==> src/rtl/ptik_pkg.sv <==
// Shared types, constants and helpers of the two-link planar IK block.
// No dependencies; every other file in rtl/ refers to this package by scoped names.
package ptik_pkg;

    localparam int ATAN_TABLE_LEN    = 24;
    localparam int DEF_CORDIC_STAGES = 16;
    localparam int NORM_CELLS        = 5;   // shift steps 16, 8, 4, 2, 1
    localparam int NORM_TOP          = 30;  // magnitudes end in [2^29, 2^30)
    localparam int SQRT_CELLS        = 31;  // one root bit per cell
    localparam int ARG_W             = 49;  // signed atan2 arguments
    localparam int MAG_W             = 49;
    localparam int CX_W              = 34;  // CORDIC x/y
    localparam int ANG_W             = 36;  // Q30 angle accumulator
    localparam int REM_W             = 34;
    localparam int ROOT_W            = 31;
    localparam int RAD_W             = 62;

    localparam logic [14:0] LINK_RESET = 15'd256;

    localparam logic [2:0] KIND_UNREACH = 3'd0;
    localparam logic [2:0] KIND_STRETCH = 3'd1;
    localparam logic [2:0] KIND_FOLDED  = 3'd2;
    localparam logic [2:0] KIND_ORIGIN  = 3'd3;
    localparam logic [2:0] KIND_TWO     = 3'd4;

    localparam logic CFG_LINK_FIRST  = 1'b0;
    localparam logic CFG_LINK_SECOND = 1'b1;

    localparam logic signed [ANG_W-1:0] PI_Q30       = 36'sd3373259426;
    localparam logic signed [15:0]      ELBOW_PI_Q13 = 16'sd25736;

    localparam logic [29:0] ATAN_Q30 [0:ATAN_TABLE_LEN-1] = '{
        30'h3243F6A8, 30'h1DAC6705, 30'h0FADBAFC, 30'h07F56EA6, 30'h03FEAB76,
        30'h01FFD55B, 30'h00FFFAAA, 30'h007FFF55, 30'h003FFFEA, 30'h001FFFFD,
        30'h000FFFFF, 30'h0007FFFF, 30'h0003FFFF, 30'h0001FFFF, 30'h0000FFFF,
        30'h00007FFF, 30'h00003FFF, 30'h00001FFF, 30'h00000FFF, 30'h000007FF,
        30'h000003FF, 30'h000001FF, 30'h000000FF, 30'h0000007F
    };

    typedef struct packed {
        logic [MAG_W-1:0]        ax;
        logic [MAG_W-1:0]        ay;
        logic                    ny;
        logic signed [ANG_W-1:0] z;
        logic                    zero;
    } norm_t;

    typedef struct packed {
        logic signed [CX_W-1:0]  x;
        logic signed [CX_W-1:0]  y;
        logic signed [ANG_W-1:0] z;
        logic                    zero;
    } cst_t;

    typedef struct packed {
        logic [REM_W-1:0]  rem;
        logic [ROOT_W-1:0] root;
        logic [RAD_W-1:0]  v;
    } sq_t;

    typedef struct packed {
        logic [2:0]         kind;
        logic signed [15:0] x;
        logic signed [15:0] y;
        logic signed [33:0] n;
        logic [30:0]        d;
    } side_t;

    // Q30 -> Q13, half away from zero
    function automatic logic [16:0] round_q13(input logic signed [ANG_W:0] a);
        logic [ANG_W:0] mag;
        logic [ANG_W:0] q;
        logic [16:0]    q17;
        begin
            mag = a[ANG_W] ? $unsigned(-a) : $unsigned(a);
            q   = (mag + (ANG_W+1)'(65536)) >> 17;
            q17 = q[16:0];
            round_q13 = a[ANG_W] ? 17'(-q17) : q17;
        end
    endfunction

endpackage

==> src/rtl/ptik_sqrt_cell.sv <==
// One restoring square-root cell: brings in two radicand bits, decides one root bit.
// Depends on ptik_pkg (sq_t, widths).
module ptik_sqrt_cell (
    input  logic           aclk,
    input  logic           en,
    input  ptik_pkg::sq_t  d_in,
    output ptik_pkg::sq_t  d_out
);
    logic [ptik_pkg::REM_W+1:0] rem_w;
    logic [ptik_pkg::REM_W+1:0] trial;
    logic [ptik_pkg::REM_W+1:0] diff;
    ptik_pkg::sq_t sq_next;
    ptik_pkg::sq_t sq_reg;

    always_comb begin
        rem_w     = {d_in.rem, d_in.v[ptik_pkg::RAD_W-1 -: 2]};
        trial     = (ptik_pkg::REM_W+2)'({d_in.root, 2'b01});
        diff      = rem_w - trial;
        sq_next.v = {d_in.v[ptik_pkg::RAD_W-3:0], 2'b00};
        if (rem_w >= trial) begin
            sq_next.rem  = diff[ptik_pkg::REM_W-1:0];
            sq_next.root = {d_in.root[ptik_pkg::ROOT_W-2:0], 1'b1};
        end else begin
            sq_next.rem  = rem_w[ptik_pkg::REM_W-1:0];
            sq_next.root = {d_in.root[ptik_pkg::ROOT_W-2:0], 1'b0};
        end
    end

    always_ff @(posedge aclk) begin
        if (en) begin
            sq_reg <= sq_next;
        end
    end

    assign d_out = sq_reg;
endmodule

==> config.mk <==
export PLATFORM = sky130hd
export DESIGN_NAME = ptik_sqrt_cell
export DESIGN_NICKNAME = d
export VERILOG_FILES = /design/src/rtl/ptik_pkg.sv /design/src/rtl/ptik_sqrt_cell.sv
export SDC_FILE = /design/constraint.sdc
export NUM_CORES = 1
export LEC_CHECK = 0
export BUFFER_PORTS_ARGS = -buffer_cell sky130_fd_sc_hd__buf_2
export CAP_MARGIN = 20
export CORE_ASPECT_RATIO = 1.25
export CORE_MARGIN = 2
export CORE_UTILIZATION = 40
export DETAILED_ROUTE_END_ITERATION = 16
export PLACE_DENSITY = 0.68
export SKIP_CTS_REPAIR_TIMING = 1
export SLEW_MARGIN = 10
export SYNTH_ARGS = -nofsm -noshare
export SYNTH_HDL_FRONTEND = slang
export SYNTH_SLANG_ARGS = --single-unit
export TNS_END_PERCENT = 1
==> constraint.sdc <==
create_clock -name aclk -period 7.3 [get_ports aclk]
set_clock_uncertainty 0.1 [all_clocks]
set_input_delay 1.095 -clock aclk [delete_from_list [all_inputs] [get_ports aclk]]
set_output_delay 1.095 -clock aclk [all_outputs]
set_load 0.05 [all_outputs]
## Word-level counts from Yosys, hierarchy flattened

Cells that the tools add are included.

| word-level totals | value |
|---|---|
| bits in registers | 125 |
| input port bits | 129 |
| output and inout port bits | 127 |
| logic and storage cells | 6 |

| operators by class | value |
|---|---|
| add/sub/neg operators | 1 |
| $lt $le $gt $ge | 1 |
| mux-type cells | 1 |

Operators with widths:

| cell | count |
|---|---|
| 65-bit 2-to-1 mux | 1 |
| 36-bit by 33-bit greater-or-equal comparator with 1-bit output | 1 |
| 34-bit by 33-bit subtractor with 34-bit output | 1 |

## Longest topological paths before layout

| logic depth | value |
|---|---|
| depth in word-level cells | 2 |
| mapped depth | 13 |
| depth with buffers taken out | 11 |

## Worst setup path before layout

No wires, ideal clock.

| timing | value |
|---|---|
| path kind | input to register |
| start point | in d_in[85] (netlist name) |
| end point | reg sq_reg, in the netlist d_out[100] (data pin) |
| library setup time | 260 ps |
| data arrival time | 3146 ps |
| required time | 6940 ps |
| path slack | 3794 ps |
| cell stages on the path | 13 |
| path buffers | 2 |
| cells stage by stage | inv_1 > ha_1 > buf_6 > a21o_1 > a21o_1 > a221oi_2 > nand2_1 > a21oi_4 > nand4_4 > nand2_4 > inv_4 > buf_6 > mux2_4 |

RTL lines:

| what | RTL line | text |
|---|---|---|
| start: declaration | ptik_sqrt_cell.sv:6 | `input ptik_pkg::sq_t d_in,` |
| end signal: assignment | ptik_sqrt_cell.sv:31 | `sq_reg <= sq_next;` |
| end: declaration | ptik_sqrt_cell.sv:13 | `ptik_pkg::sq_t sq_reg;` |

==> flow_summary_export.csv <==
group,metric,value,unit
synthesis,ys_seq_area_frac,0.6066,
power_and_ir_drop,peakVddDrop,0.0001213,V
synthesis,ys_warn_count,0,
sta,worstMarginPinSlew,1.044,ns
cells_and_area,largest_reg_flops,125,
power_and_ir_drop,leakagePower,0.003734,uW
sta,finalHoldViolCount,0,
worst_setup_path,critPathMaxFanout,31,
placement,portBuffers,253,
floorplanning,rows,50,
clock_tree,cts_tree,"yes",
cells_and_area,layout_common_cells,"252 x buf_2, 125 x edfxtp_1, 44 x a21oi_1",
sta,holdWs,0.7535,ns
floorplanning,fp.dieW,115.3,um
power_and_ir_drop,cellPowerDensity,293.8,nW/um^2
cells_and_area,drive_gt1_frac,0.4291,
synthesis,synth.area.top_cells,"edfxtp_1 61%, ha_1 6.7%, mux2_4 5.3%",
sta,slew_headroom,0.3038,
grt,use_met1,0.2132,
sta,setup_tns,0,ns
worst_setup_path,cp_common_cell,"a21o_1",
route,postRouteAntennaNets,0,
clock_tree,h-tree-depth,4,
clock_tree,cts_root_buffer,"clkbuf_16",
placement,place_hpwl,12410,um
grt,grt_pass1_vias,4698,
worst_setup_path,endpoint_kind,"register",
synthesis,synth_flop_cell,"edfxtp_1",
grt,grt_util_met3,0.07428,
worst_setup_path,slowest_stage,"a31oi_1",
worst_setup_path,crit_chain,"buf_2, inv_1, ha_1, a21o_1, a21o_1, a21oi_2, a31oi_1, nand2_4, inv_4, mux2_1",
floorplanning,die_h,143.1,um
sta,finalWorstSetupSlack,3.651,ns
route,wire_per_inst,16.94,um
route,drc_errors,0,
sta,post-route-period-util,0.4999,
run,maxCapViolations,0,
synthesis,synth_cells,465,
cells_and_area,n_antenna_cell,0,
synthesis,synth_edf_count,125,
placement,dp_slack,3.220,ns
grt,busiest_layer,"met2",
cells_and_area,syn_to_final_growth,33.85,%
worst_setup_path,required,7.37,ns
power_and_ir_drop,p_int,1646,uW
power_and_ir_drop,swShare,0.3235,
grt,grt_pass1_wl,23920,um
cells_and_area,final_common_cell,"buf_2",
sta,min_period,3.649,ns
floorplanning,initial_utilization,0.4105,
cells_and_area,nets,891,
power_and_ir_drop,p_comb_frac,0.258,
hold_path,holdCritPathClass,"in2reg",
grt,use_met2,0.3368,
synthesis,synth_top_area_cell,"edfxtp_1",
floorplanning,dieArea,16490,um^2
route,drt-total-wl,16080,um
worst_setup_path,cp_top_family,"compound AO/OA/AOI/OAI gates",
grt,grt.total_usage,0.1938,
worst_setup_path,crit_type,"in2reg",
placement,dp.cells,918,
cells_and_area,instances_no_fill,949,
cells_and_area,fill_cells,1298,
sta,fmaxAchievable,274.1,MHz
route,drtIter0Drc,250,
worst_setup_path,cp.arrival,3.71,ns
worst_setup_path,cp-start-kind,"input port",
worst_setup_path,critPathMaxStageDelay,0.70,ns
clock_tree,clk_pin_slew,0.06,ns
sta,rsz0062_at_grt,"false",
floorplanning,io_pins,256,
route,firstDrtPassIters,4,
synthesis,yosysTopAreaCellShare,0.6066,
sta,slew_viol_final,0,
synthesis,syn_area_per_cell,13.31,um^2
cells_and_area,fin_util,0.5494,
synthesis,ys_seq_elements,125,
worst_setup_path,crit_buf_inv,3,
grt,grt.overflow.total,0,
power_and_ir_drop,seqPwrFrac,0.371,
floorplanning,core,15080,um^2
clock_tree,numCtsBuffers,17,
route,post_drt_via_cell_ratio,4.871,
synthesis,netlist_area,6188,um^2
power_and_ir_drop,p_switching,787.2,uW
grt,grt_max_degree,83,
placement,gp_congestion,0.8304,
grt,antenna_found_initial,1,
clock_tree,cts_buffer_depth,2,
route,vias,4623,
sta,setup_viol,0,
synthesis,synthArstFlopShare,0,
power_and_ir_drop,clock_power_share,0.371,
clock_tree,cts.sinks,125,
status,status,"completed",
synthesis,synth_cell_types,53,
==> cells in the mapped netlist, types with 2 or more instances <==
cell and count:
a21oi_1 44, nor2_1 20, nand2b_1 7, o21ai_1 5, mux2_4 22, nor2b_1 3
o22ai_1 2, a31oi_1 4, nand3_1 13, o21a_1 6, or3_1 3, ha_1 33
o211ai_1 4, xnor2_1 15, a21o_1 11, inv_1 40, clkbuf_1 3, and3_1 2
nand4_1 6, nor3_1 8, buf_4 2, edfxtp_1 125, nand2_1 20, o31ai_1 4
and2_1 4, xor2_1 12, buf_6 4, a21oi_4 2, o21ai_0 15, o21bai_1 3
==> metrics by stage <==
step / instance area (um^2) / total power (uW)
global route: 8283 / 2528
finish: 8283 / 2434
CTS: 8283 / 2461
floorplan: 6192 / 1382
global placement: 7652 / 1541
detailed placement: 7652 / 1546
==> routing by layer <==
layer  share of wire  routed length [um]
met1            0.38                6138
met2            0.51                8171
met3           0.090                1453
met4           0.019                 299
met5         0.00081                  13
==> final cells by class <==
class | instances | area, um^2 | area share
clock inverter | 14 | 205.2 | 0.02477
sequential | 125 | 3754 | 0.4532
multi-input combinational | 290 | 2206 | 0.2663
tap | 208 | 260.3 | 0.03142
timing repair buffer | 254 | 1276 | 0.1541
inverter | 41 | 156.4 | 0.01888
clock buffer | 17 | 425.4 | 0.05136
==> power by group through the flow <==
| stage | clock network (uW) | registers, uW | logic (uW) |
|---|---|---|---|
| 2_1_floorplan | 0 | 1180 | 204 |
| 3_3_place_gp | 0 | 917 | 624 |
| 3_5_place_dp | 0 | 916 | 629 |
| 4_1_cts | 926 | 903 | 632 |
| 5_1_grt | 951 | 910 | 667 |
| 6_report | 904 | 903 | 627 |
==> kinds of logic after synthesis <==
kind of cell    share of synthesized area
xor+xnor                          0.03821
buf+inv                           0.03760
flops                              0.6066
mux                               0.05520
compound gates                     0.1128
fa+ha+maj                         0.06672
other cells                     0.0006060
simple gates                      0.08229
==> worst paths after layout <==
kind / start / slack [ns] / endpoint / cells past startpoint
max: d_in[89] / 3.65 / d_out[96] / 10
min: d_in[11] / 0.75 / d_out[13] / 1
(Power assumes the default switching activity.)
